`src/rtl/core/rar_pkg.sv`:
```
// Shared types, widths, operation codes and sign/magnitude helpers
// for the rational arithmetic reduce core. No dependencies.
package rar_pkg;

	localparam int OPERAND_WIDTH = 16;
	// operand magnitude: |-2^(W-1)| needs one bit more than the field
	localparam int OP_MAG_W = OPERAND_WIDTH + 1;
	// product of two operand magnitudes, and room for the sum of two products
	localparam int MAG_W = 2 * OP_MAG_W;
	localparam int ALU_W = MAG_W + 1;
	localparam int NUM_W = 33;
	localparam int DEN_W = 32;
	localparam int EXT_W = ((MAG_W > NUM_W) ? MAG_W : NUM_W) + 1;
	localparam int CNT_W = $clog2(MAG_W);

	localparam logic [1:0] OP_ADD  = 2'd0;
	localparam logic [1:0] OP_MUL  = 2'd1;
	localparam logic [1:0] OP_DIV  = 2'd2;
	localparam logic [1:0] OP_RSVD = 2'd3;

	typedef struct packed {
		logic [1:0]                       req_type;
		logic signed [OPERAND_WIDTH-1:0]  a_num;
		logic signed [OPERAND_WIDTH-1:0]  a_den;
		logic signed [OPERAND_WIDTH-1:0]  b_num;
		logic signed [OPERAND_WIDTH-1:0]  b_den;
	} req_t;

	typedef struct packed {
		logic signed [NUM_W-1:0] num;
		logic signed [DEN_W-1:0] den;
		logic                    err;
	} res_t;

	typedef struct packed {
		logic idle;
		logic done;
	} stat_t;

	function automatic logic [OP_MAG_W-1:0] sm_mag(input logic [OPERAND_WIDTH-1:0] f);
		logic [OP_MAG_W-1:0] e;
		e = {f[OPERAND_WIDTH-1], f};
		return f[OPERAND_WIDTH-1] ? (~e + OP_MAG_W'(1)) : e;
	endfunction

	// two's complement of a sign/magnitude value, wide enough for any output field
	function automatic logic [EXT_W-1:0] sm_to_tc(input logic neg, input logic [MAG_W-1:0] m);
		logic [EXT_W-1:0] e;
		e = EXT_W'(m);
		if (neg) begin
			e = -e;
		end
		return e;
	endfunction

endpackage

```
`src/rtl/core/rar_if.sv`:
```
// Valid/ready channel interfaces for the request and result streams.
// Depends on rar_pkg for field widths.
interface rar_req_if;
	import rar_pkg::*;
	logic                             valid;
	logic                             ready;
	logic [1:0]                       req_type;
	logic signed [OPERAND_WIDTH-1:0]  a_num;
	logic signed [OPERAND_WIDTH-1:0]  a_den;
	logic signed [OPERAND_WIDTH-1:0]  b_num;
	logic signed [OPERAND_WIDTH-1:0]  b_den;

	modport source (output valid, req_type, a_num, a_den, b_num, b_den, input ready);
	modport sink (input valid, req_type, a_num, a_den, b_num, b_den, output ready);
endinterface

interface rar_res_if;
	import rar_pkg::*;
	logic                     valid;
	logic                     ready;
	logic signed [NUM_W-1:0]  res_num;
	logic signed [DEN_W-1:0]  res_den;
	logic                     error;

	modport source (output valid, res_num, res_den, error, input ready);
	modport sink (input valid, res_num, res_den, error, output ready);
endinterface

```
`src/rtl/core/rar_alu.sv`:
```
// Shared add/subtract unit with unsigned compare (a >= b on subtract).
// Depends on rar_pkg for ALU_W.
module rar_alu (
	input  logic [rar_pkg::ALU_W-1:0] a,
	input  logic [rar_pkg::ALU_W-1:0] b,
	input  logic                      sub,
	output logic [rar_pkg::ALU_W-1:0] sum,
	output logic                      ge
);
	import rar_pkg::*;

	logic [ALU_W:0] t;

	always_comb begin
		t = {1'b0, a} + {1'b0, (sub ? ~b : b)} + {{ALU_W{1'b0}}, sub};
	end

	assign sum = t[ALU_W-1:0];
	// carry out of a + ~b + 1 means no borrow
	assign ge  = t[ALU_W];
endmodule

```
`src/rtl/core/rar_engine.sv`:
```
// Sequencer and datapath: operand reduction, products, signed sum and
// result reduction by binary gcd and restoring division on rar_alu.
// Depends on rar_pkg and rar_alu.
module rar_engine (
	input  logic           clk,
	input  logic           arst_n,
	input  logic           start,
	input  rar_pkg::req_t  req,
	input  logic           out_free,
	output rar_pkg::stat_t stat,
	output rar_pkg::res_t  res
);
	import rar_pkg::*;

	localparam logic [3:0] S_IDLE = 4'd0;
	localparam logic [3:0] S_RS   = 4'd1;
	localparam logic [3:0] S_GCD  = 4'd2;
	localparam logic [3:0] S_GSH  = 4'd3;
	localparam logic [3:0] S_DIV  = 4'd4;
	localparam logic [3:0] S_RD   = 4'd5;
	localparam logic [3:0] S_MX   = 4'd6;
	localparam logic [3:0] S_MY   = 4'd7;
	localparam logic [3:0] S_ADD  = 4'd8;
	localparam logic [3:0] S_MD   = 4'd9;
	localparam logic [3:0] S_FIN  = 4'd10;

	localparam logic [1:0] PH_A = 2'd0;
	localparam logic [1:0] PH_B = 2'd1;
	localparam logic [1:0] PH_R = 2'd2;

	logic [3:0]          state_q, state_d;
	logic [1:0]          ph_q;
	logic [1:0]          op_q;
	logic                err_q;
	logic                eq_q;
	logic [OP_MAG_W-1:0] an_q, ad_q, bn_q, bd_q;
	logic                an_s_q, ad_s_q, bn_s_q, bd_s_q;
	logic [MAG_W-1:0]    x_q, y_q, u_q, v_q, r_q;
	logic                xs_q, ys_q;
	logic [CNT_W-1:0]    k_q, cnt_q;
	logic                dsel_q;

	logic                in_err;
	logic                den_eq;
	logic                add_done;
	logic                div_last;
	logic [OP_MAG_W-1:0] ma, mb;
	logic                psign;
	logic [MAG_W-1:0]    prod;
	logic [ALU_W-1:0]    rem_sh;
	logic [ALU_W-1:0]    alu_a, alu_b, alu_sum;
	logic                alu_sub, alu_ge;
	logic                qbit;
	logic                res_err;
	logic [EXT_W-1:0]    num_ext, den_ext;

	assign in_err = (req.a_den == '0) || (req.b_den == '0) || (req.req_type == OP_RSVD);
	assign den_eq = (ad_s_q == bd_s_q) && (ad_q == bd_q);
	assign rem_sh = {r_q, (dsel_q ? y_q[MAG_W-1] : x_q[MAG_W-1])};
	assign div_last = (cnt_q == CNT_W'(MAG_W - 1));
	assign add_done = (xs_q == ys_q) || alu_ge;
	assign qbit = alu_ge;

	// multiplier operand selection
	always_comb begin
		ma = ad_q;
		mb = bd_q;
		psign = ad_s_q ^ bd_s_q;
		case (state_q)
			S_MX: begin
				ma = an_q;
				mb = (op_q == OP_MUL) ? bn_q : bd_q;
				psign = an_s_q ^ ((op_q == OP_MUL) ? bn_s_q : bd_s_q);
			end
			S_MY: begin
				ma = ad_q;
				mb = bn_q;
				psign = ad_s_q ^ bn_s_q;
			end
			S_MD: begin
				ma = ad_q;
				mb = (op_q == OP_DIV) ? bn_q : bd_q;
				psign = ad_s_q ^ ((op_q == OP_DIV) ? bn_s_q : bd_s_q);
			end
			default: begin
				ma = ad_q;
				mb = bd_q;
				psign = ad_s_q ^ bd_s_q;
			end
		endcase
	end

	assign prod = ma * mb;

	// shared unit operand selection
	always_comb begin
		alu_a = {1'b0, u_q};
		alu_b = {1'b0, v_q};
		alu_sub = 1'b1;
		case (state_q)
			S_GCD: begin
				alu_a = {1'b0, u_q};
				alu_b = {1'b0, v_q};
				alu_sub = 1'b1;
			end
			S_DIV: begin
				alu_a = rem_sh;
				alu_b = {1'b0, v_q};
				alu_sub = 1'b1;
			end
			S_ADD: begin
				alu_a = {1'b0, x_q};
				alu_b = {1'b0, y_q};
				alu_sub = (xs_q != ys_q);
			end
			default: begin
				alu_a = {1'b0, u_q};
				alu_b = {1'b0, v_q};
				alu_sub = 1'b1;
			end
		endcase
	end

	rar_alu u_alu (
		.a   (alu_a),
		.b   (alu_b),
		.sub (alu_sub),
		.sum (alu_sum),
		.ge  (alu_ge)
	);

	always_comb begin
		state_d = state_q;
		case (state_q)
			S_IDLE: begin
				if (start) begin
					state_d = in_err ? S_FIN : S_RS;
				end
			end
			S_RS: begin
				state_d = ((x_q == '0) || (y_q == '0)) ? S_RD : S_GCD;
			end
			S_GCD: begin
				if (u_q == '0) begin
					state_d = S_GSH;
				end
			end
			S_GSH: begin
				if (k_q == '0) begin
					state_d = (v_q == MAG_W'(1)) ? S_RD : S_DIV;
				end
			end
			S_DIV: begin
				if (div_last && dsel_q) begin
					state_d = S_RD;
				end
			end
			S_RD: begin
				case (ph_q)
					PH_A: state_d = S_RS;
					PH_B: state_d = S_MX;
					default: state_d = S_FIN;
				endcase
			end
			S_MX: begin
				if (op_q == OP_ADD) begin
					state_d = den_eq ? S_ADD : S_MY;
				end else begin
					state_d = S_MD;
				end
			end
			S_MY: state_d = S_ADD;
			S_ADD: begin
				if (add_done) begin
					state_d = S_MD;
				end
			end
			S_MD: state_d = S_RS;
			S_FIN: begin
				if (out_free) begin
					state_d = S_IDLE;
				end
			end
			default: state_d = S_IDLE;
		endcase
	end

	always_ff @(posedge clk or negedge arst_n) begin
		if (!arst_n) begin
			state_q <= S_IDLE;
		end else begin
			state_q <= state_d;
		end
	end

	always_ff @(posedge clk) begin
		case (state_q)
			S_IDLE: begin
				if (start) begin
					op_q   <= req.req_type;
					err_q  <= in_err;
					ph_q   <= PH_A;
					an_s_q <= req.a_num[OPERAND_WIDTH-1];
					ad_s_q <= req.a_den[OPERAND_WIDTH-1];
					bn_s_q <= req.b_num[OPERAND_WIDTH-1];
					bd_s_q <= req.b_den[OPERAND_WIDTH-1];
					an_q   <= sm_mag(req.a_num);
					ad_q   <= sm_mag(req.a_den);
					bn_q   <= sm_mag(req.b_num);
					bd_q   <= sm_mag(req.b_den);
					x_q    <= MAG_W'(sm_mag(req.a_num));
					y_q    <= MAG_W'(sm_mag(req.a_den));
				end
			end
			S_RS: begin
				u_q <= x_q;
				v_q <= y_q;
				k_q <= '0;
			end
			S_GCD: begin
				if (u_q == '0) begin
					// v holds the odd part of the gcd
				end else if (!u_q[0] && !v_q[0]) begin
					u_q <= u_q >> 1;
					v_q <= v_q >> 1;
					k_q <= k_q + CNT_W'(1);
				end else if (!u_q[0]) begin
					u_q <= u_q >> 1;
				end else if (!v_q[0]) begin
					v_q <= v_q >> 1;
				end else if (alu_ge) begin
					u_q <= alu_sum[MAG_W-1:0];
				end else begin
					u_q <= v_q;
					v_q <= u_q;
				end
			end
			S_GSH: begin
				// restore the common powers of two
				if (k_q != '0) begin
					v_q <= v_q << 1;
					k_q <= k_q - CNT_W'(1);
				end else begin
					cnt_q  <= '0;
					r_q    <= '0;
					dsel_q <= 1'b0;
				end
			end
			S_DIV: begin
				r_q <= qbit ? alu_sum[MAG_W-1:0] : rem_sh[MAG_W-1:0];
				if (dsel_q) begin
					y_q <= {y_q[MAG_W-2:0], qbit};
				end else begin
					x_q <= {x_q[MAG_W-2:0], qbit};
				end
				if (div_last) begin
					cnt_q  <= '0;
					dsel_q <= 1'b1;
				end else begin
					cnt_q <= cnt_q + CNT_W'(1);
				end
			end
			S_RD: begin
				case (ph_q)
					PH_A: begin
						an_q <= x_q[OP_MAG_W-1:0];
						ad_q <= y_q[OP_MAG_W-1:0];
						x_q  <= MAG_W'(bn_q);
						y_q  <= MAG_W'(bd_q);
						ph_q <= PH_B;
					end
					PH_B: begin
						bn_q <= x_q[OP_MAG_W-1:0];
						bd_q <= y_q[OP_MAG_W-1:0];
					end
					default: begin
					end
				endcase
			end
			S_MX: begin
				eq_q <= den_eq;
				if ((op_q == OP_ADD) && den_eq) begin
					x_q  <= MAG_W'(an_q);
					xs_q <= an_s_q;
					y_q  <= MAG_W'(bn_q);
					ys_q <= bn_s_q;
				end else begin
					x_q  <= prod;
					xs_q <= psign;
				end
			end
			S_MY: begin
				y_q  <= prod;
				ys_q <= psign;
			end
			S_ADD: begin
				if (add_done) begin
					x_q <= alu_sum[MAG_W-1:0];
				end else begin
					// swap so the larger magnitude is subtracted from
					x_q  <= y_q;
					y_q  <= x_q;
					xs_q <= ys_q;
					ys_q <= xs_q;
				end
			end
			S_MD: begin
				if ((op_q == OP_ADD) && eq_q) begin
					y_q  <= MAG_W'(ad_q);
					ys_q <= ad_s_q;
				end else begin
					y_q  <= prod;
					ys_q <= psign;
				end
				ph_q <= PH_R;
			end
			default: begin
			end
		endcase
	end

	assign res_err = err_q || (y_q == '0);
	assign num_ext = sm_to_tc(xs_q, x_q);
	assign den_ext = sm_to_tc(ys_q, y_q);

	always_comb begin
		res.err = res_err;
		res.num = res_err ? '0 : $signed(num_ext[NUM_W-1:0]);
		res.den = res_err ? '0 : $signed(den_ext[DEN_W-1:0]);
	end

	assign stat.idle = (state_q == S_IDLE);
	assign stat.done = (state_q == S_FIN) && out_free;
endmodule

```
`src/rtl/core/rational_arith_reduce_core.sv`:
```
// Rational add/multiply/divide with gcd reduction: one item at a time. An item that is
// rejected at the door (zero operand denominator or code 3) skips all work; otherwise
// three reductions run back to back (each operand, then the result), each a binary
// gcd plus, when the gcd is not 1, two restoring divisions of 2W+2 quotient bits each,
// W being the operand width, all on the one shared add/subtract unit; the products and
// the signed sum are formed between the operand and the result reductions.
// Input ready is held low from acceptance until the result enters the output register,
// and the next item is taken while that result waits to be read.
// Depends on rar_pkg, rar_if, rar_engine.
module rational_arith_reduce_core (
	input logic    clk,
	input logic    arst_n,
	rar_req_if.sink   req,
	rar_res_if.source res
);
	import rar_pkg::*;

	req_t  eng_req;
	stat_t eng_stat;
	res_t  eng_res;
	res_t  out_q;
	logic  out_valid_q;
	logic  out_free;
	logic  start;

	assign eng_req.req_type = req.req_type;
	assign eng_req.a_num    = req.a_num;
	assign eng_req.a_den    = req.a_den;
	assign eng_req.b_num    = req.b_num;
	assign eng_req.b_den    = req.b_den;

	assign req.ready = eng_stat.idle;
	assign start     = req.valid && req.ready;
	assign out_free  = !out_valid_q || res.ready;

	rar_engine u_engine (
		.clk      (clk),
		.arst_n   (arst_n),
		.start    (start),
		.req      (eng_req),
		.out_free (out_free),
		.stat     (eng_stat),
		.res      (eng_res)
	);

	always_ff @(posedge clk or negedge arst_n) begin
		if (!arst_n) begin
			out_valid_q <= 1'b0;
		end else if (eng_stat.done) begin
			out_valid_q <= 1'b1;
		end else if (res.ready) begin
			out_valid_q <= 1'b0;
		end
	end

	always_ff @(posedge clk) begin
		if (eng_stat.done) begin
			out_q <= eng_res;
		end
	end

	assign res.valid   = out_valid_q;
	assign res.res_num = out_q.num;
	assign res.res_den = out_q.den;
	assign res.error   = out_q.err;

	// check that ready drops once an item is accepted
	a_busy_after_start: assert property (@(posedge clk) disable iff (!arst_n)
		start |=> !req.ready)
		else $error("input ready high right after a transaction");

	// never overwrite a result that has not been taken
	a_done_needs_slot: assert property (@(posedge clk) disable iff (!arst_n)
		eng_stat.done |-> out_free)
		else $error("result finished while output register is occupied");

	a_error_zero_fields: assert property (@(posedge clk) disable iff (!arst_n)
		(res.valid && res.error) |-> ((res.res_num == '0) && (res.res_den == '0)))
		else $error("error result with nonzero fields");
endmodule
```
`src/flat_wrapper.sv`:
```
// flat-port wrapper written by rule: the top's interface ports become plain ports
module rational_arith_reduce_core_flat import rar_pkg::*;
  (clk, arst_n, req_valid, req_req_type, req_a_num, req_a_den, req_b_num, req_b_den, req_ready, res_valid, res_res_num, res_res_den, res_error, res_ready);
  rar_req_if req_i ();
  rar_res_if res_i ();
  input logic clk;
  input logic arst_n;
  input wire logic [$bits(req_i.valid)-1:0] req_valid;
  input wire logic [$bits(req_i.req_type)-1:0] req_req_type;
  input wire logic [$bits(req_i.a_num)-1:0] req_a_num;
  input wire logic [$bits(req_i.a_den)-1:0] req_a_den;
  input wire logic [$bits(req_i.b_num)-1:0] req_b_num;
  input wire logic [$bits(req_i.b_den)-1:0] req_b_den;
  output wire logic [$bits(req_i.ready)-1:0] req_ready;
  output wire logic [$bits(res_i.valid)-1:0] res_valid;
  output wire logic [$bits(res_i.res_num)-1:0] res_res_num;
  output wire logic [$bits(res_i.res_den)-1:0] res_res_den;
  output wire logic [$bits(res_i.error)-1:0] res_error;
  input wire logic [$bits(res_i.ready)-1:0] res_ready;
  assign req_i.valid = req_valid;
  assign req_i.req_type = req_req_type;
  assign req_i.a_num = req_a_num;
  assign req_i.a_den = req_a_den;
  assign req_i.b_num = req_b_num;
  assign req_i.b_den = req_b_den;
  assign req_ready = req_i.ready;
  assign res_valid = res_i.valid;
  assign res_res_num = res_i.res_num;
  assign res_res_den = res_i.res_den;
  assign res_error = res_i.error;
  assign res_i.ready = res_ready;
  rational_arith_reduce_core u_core (.clk(clk), .arst_n(arst_n), .req(req_i), .res(res_i));
endmodule
```
`config.mk`:
```
export PLATFORM = sky130hd
export DESIGN_NAME = rational_arith_reduce_core_flat
export DESIGN_NICKNAME = d
export VERILOG_FILES = /design/src/rtl/core/rar_pkg.sv /design/src/rtl/core/rar_if.sv /design/src/rtl/core/rar_alu.sv /design/src/rtl/core/rar_engine.sv /design/src/rtl/core/rational_arith_reduce_core.sv /design/src/flat_wrapper.sv
export SDC_FILE = /design/constraint.sdc
export NUM_CORES = 2
export LEC_CHECK = 0
export BUFFER_PORTS_ARGS = -buffer_cell sky130_fd_sc_hd__buf_4
export CORE_MARGIN = 2
export CORE_UTILIZATION = 38
export DETAILED_ROUTE_END_ITERATION = 10
export PLACE_DENSITY_LB_ADDON = 0.15
export SYNTH_ARGS = -nofsm -noshare
export SYNTH_HDL_FRONTEND = slang
export SYNTH_SLANG_ARGS = --single-unit
```
`constraint.sdc`:
```
create_clock -name clk -period 22 [get_ports clk]
set_input_delay 4.4 -clock clk [delete_from_list [all_inputs] [get_ports clk]]
set_output_delay 4.4 -clock clk [all_outputs]
set_load 0.01 [all_outputs]
```
==> impl_metrics.ini <==
[drt]
dr.pass1.iters = 9
via_per_inst = 5.936
ant_nets = 0
drt_iter0_drc = 3124
drc = 0
wire_per_inst_um = 26.86
vias = 28830
wl_um = 130400

[timing]
fin_setup_tns_ns = 0
finalMaxSlewViolations = 0
slew_headroom = 0.04335
fin_worst_skew_ns = 0.02648
setup_viol = 0
finalCriticalPeriod_ns = 10.23
layout_setup_ws_ns = 11.77
tightestPinTransition_ns = 1.395
max_clock_freq_mhz = 97.78
hold_violations = 0
timing.final.crit_share = 0.4648
rsz0062_at_grt = no

[place]
preCtsSetupSlack_ns = 12.09
place_inst = 4786
placed_cell_area_um2 = 34650
io_buffer_count = 137
globalplace.congestion = 0.9770
hpwl_um = 98750

[finish]
design_area_um2 = 35930
drive_gt1_frac = 0.08571
fillCellCount = 8499
layout_commonest_cell = nand2_1
finalNetCount = 4133
syn_to_final_growth_pct = 10.91
layout_common_cells = nand2_1 (516), nor2_1 (375), inv_1 (330)
fin_cells = 4856

[synth]
syn_inst = 3670
ys_seq_area_frac = 0.3088
yosysUniqueCellTypes = 74
synth-main-ff-cell = edfxtp_1
ys.warnings.count = 0
synth_top_area_cell = edfxtp_1
synthesis.nets = 4120
synth_seq_cells = 334
avgSynthCellArea_um2 = 8.828
async_flop_share = 0.01497
synth_edf_count = 329
syn_area_um2 = 32400
synth_top_area_frac = 0.3049
synth.area.top_cells = edfxtp_1 (30%), fa_1 (14%), nand2_1 (6.0%)

[setup_path]
required_ns = 22.29
endpoint_kind = register
critPathLaunchType = register
crit_buf_inv = 6
worst_path_largest_cell_delay_ns = 0.83
cpMostUsedCell = fa_1
ff2ff_setup_slack_ns = 11.77
cp_top_family = adder cells
critical_path_class = reg -> reg
r2r-start = u_core.u_engine.state_q[0]
timing.rr.end = u_core.u_engine.x_q[32]
critPathArrivalTime_ns = 10.51
critical_path.slowest_cell = o311ai_0
path_max_fanout = 93
r2r_cells = 28

[clocking]
cts_tree = yes
cts-root-buf = clkbuf_16
cts_sinks = 334
cts_resized = 0
h-tree-depth = 2
cts_hold_repair.buffers = 0
cts_buffer_depth = 3
post_cts_buffers = 0
clock_latency_ns = 0.59
cts_buffers = 39
clk_pin_slew_ns = 0.07

[global_routing]
grt_util_all_layers = 0.2955
antenna_found_initial = 4
grt_pass1_vias = 27780
globalRouteOverflowTotal = 0
grt_pass1_wl_um = 190000
grt_max_degree = 94

[power_and_ir_drop]
leakage_nw = 15.47
power.density_nw_per_um2 = 39.70
ir_drop_mv = 0.04189

[floorplan]
pin_count = 138
die_w_um = 296.0
die_h_um = 296.0
rows = 107
core-area_um2 = 84880
die_area_um2 = 87610
start_util = 0.3817

[worst_hold_path]
hold_class = reg -> reg
hold_end = u_core.u_engine.r_q[20]
hold_path_depth = 2
hold_start = u_core.u_engine.r_q[19]

[run_status]
outcome = completed

[job]
drv_cap = 0
-- synth_stat cells, types with 6 or more instances --
library cell	n
a221o_1	30
xor2_1	125
a22oi_1	39
fa_1	226
o21a_1	9
a32oi_1	14
nor2_1	378
a31oi_1	20
mux2i_1	87
nor3b_1	7
nor4_1	26
a211oi_1	14
and3_1	26
buf_1	21
xnor2_1	107
and4_1	8
inv_1	333
o221ai_1	14
nor3_1	33
or3_1	26
nand2_1	519
a21oi_1	296
clkbuf_1	204
a222oi_1	21
or2_2	8
o31ai_1	31
o21bai_1	8
o211ai_1	12
o22ai_1	25
o21ai_0	164
mux2_2	10
a21boi_0	6
a21o_1	37
o41ai_1	15
nand2b_1	18
a221oi_1	32
nor2b_1	16
ha_1	154
edfxtp_1	329
or4_1	13
buf_2	14
and2_1	52
nand4_1	19
nand3_1	50
mux2_1	10
-- power breakdown --
part           total [mW]  leakage [nW]  internal (mW)           switching, mW
registers           0.694          3.14          0.694  0.00000000000000000423
clock network       0.681         0.621          0.391                   0.290
logic              0.0521          11.7         0.0220                  0.0301
-- flip-flops by register name, summed over array words and instances, names as in the netlist, 2 cells and up --
name,flops
u_core.res.res_den,32
u_core.u_engine.r_q,34
u_core.u_engine.cnt_q,6
u_core.u_engine.bd_q,17
u_core.u_engine.bn_q,17
u_core.u_engine.op_q,2
u_core.u_engine.ad_q,17
u_core.res.res_num,33
u_core.u_engine.state_q,4
u_core.u_engine.y_q,34
u_core.u_engine.ph_q,2
u_core.u_engine.v_q,34
u_core.u_engine.k_q,6
u_core.u_engine.an_q,17
u_core.u_engine.u_q,34
u_core.u_engine.x_q,34
-- metrics by stage --
step / power [mW] / hold WS [ns] / util
floorplan: 0.7317 / 0.5243 / -
global placement: 0.7584 / 0.5706 / 0.4082
detailed placement: 0.7587 / 0.5757 / 0.4082
CTS: 1.433 / 0.5805 / 0.4233
global route: 1.459 / 0.6274 / 0.4233
finish: 1.427 / 0.5942 / 0.4234
-- worst max-delay path by stage --
| stage | startpoint | endpoint | slack, ns | depth (start not counted) |
|---|---|---|---|---|
| after global placement | u_core.u_engine.state_q[0] | u_core.u_engine.x_q[32] | 12.33 | 28 |
| final | u_core.u_engine.state_q[0] | u_core.u_engine.x_q[32] | 11.77 | 28 |
| after global routing | u_core.u_engine.state_q[0] | u_core.u_engine.x_q[32] | 11.29 | 28 |
| after CTS | u_core.u_engine.state_q[0] | u_core.u_engine.x_q[32] | 12.05 | 28 |
| after detailed placement | u_core.u_engine.state_q[0] | u_core.u_engine.x_q[32] | 12.09 | 28 |
| after floorplan | res_ready | u_core.res.error | 12.10 | 2 |
-- layer usage --
metal  part of all wire  wire length, um  global-route usage
met5            0.00019               25                   0
met4              0.055             7145              0.1387
met3              0.095            12330             0.06438
met2               0.43            55700              0.4417
met1               0.42            55200              0.4072
-- area by class of cell --
type	count	area, um2	area share
repair buffers	211	1584	0.04408
clock inverters	25	267.8	0.007451
multi-input cells	2763	20370	0.5670
diodes	2	5.005	0.0001393
clock buffers	43	1012	0.02817
flip-flops and latches	334	10010	0.2784
well taps	1144	1431	0.03983
inverters	334	1255	0.03492
-- worst reg2reg max path: cells and delay by family (launching register included) --
kind / cells / cell delay, ns
AO/OA/AOI/OAI: 7 / 2.03
adder cells (fa/ha/maj): 7 / 3.54
AND/OR/NAND/NOR: 8 / 3.02
flip-flops: 1 / 0.33
buffers and inverters: 6 / 1.01
-- cell families after synthesis --
group	share of synthesized area
compound gates	0.1637
xor+xnor	0.06271
fa+ha+maj	0.1991
buf+inv	0.06692
flops	0.3088
mux	0.03383
simple gates	0.1649
Note: power is estimated with default switching activity, not from simulation.
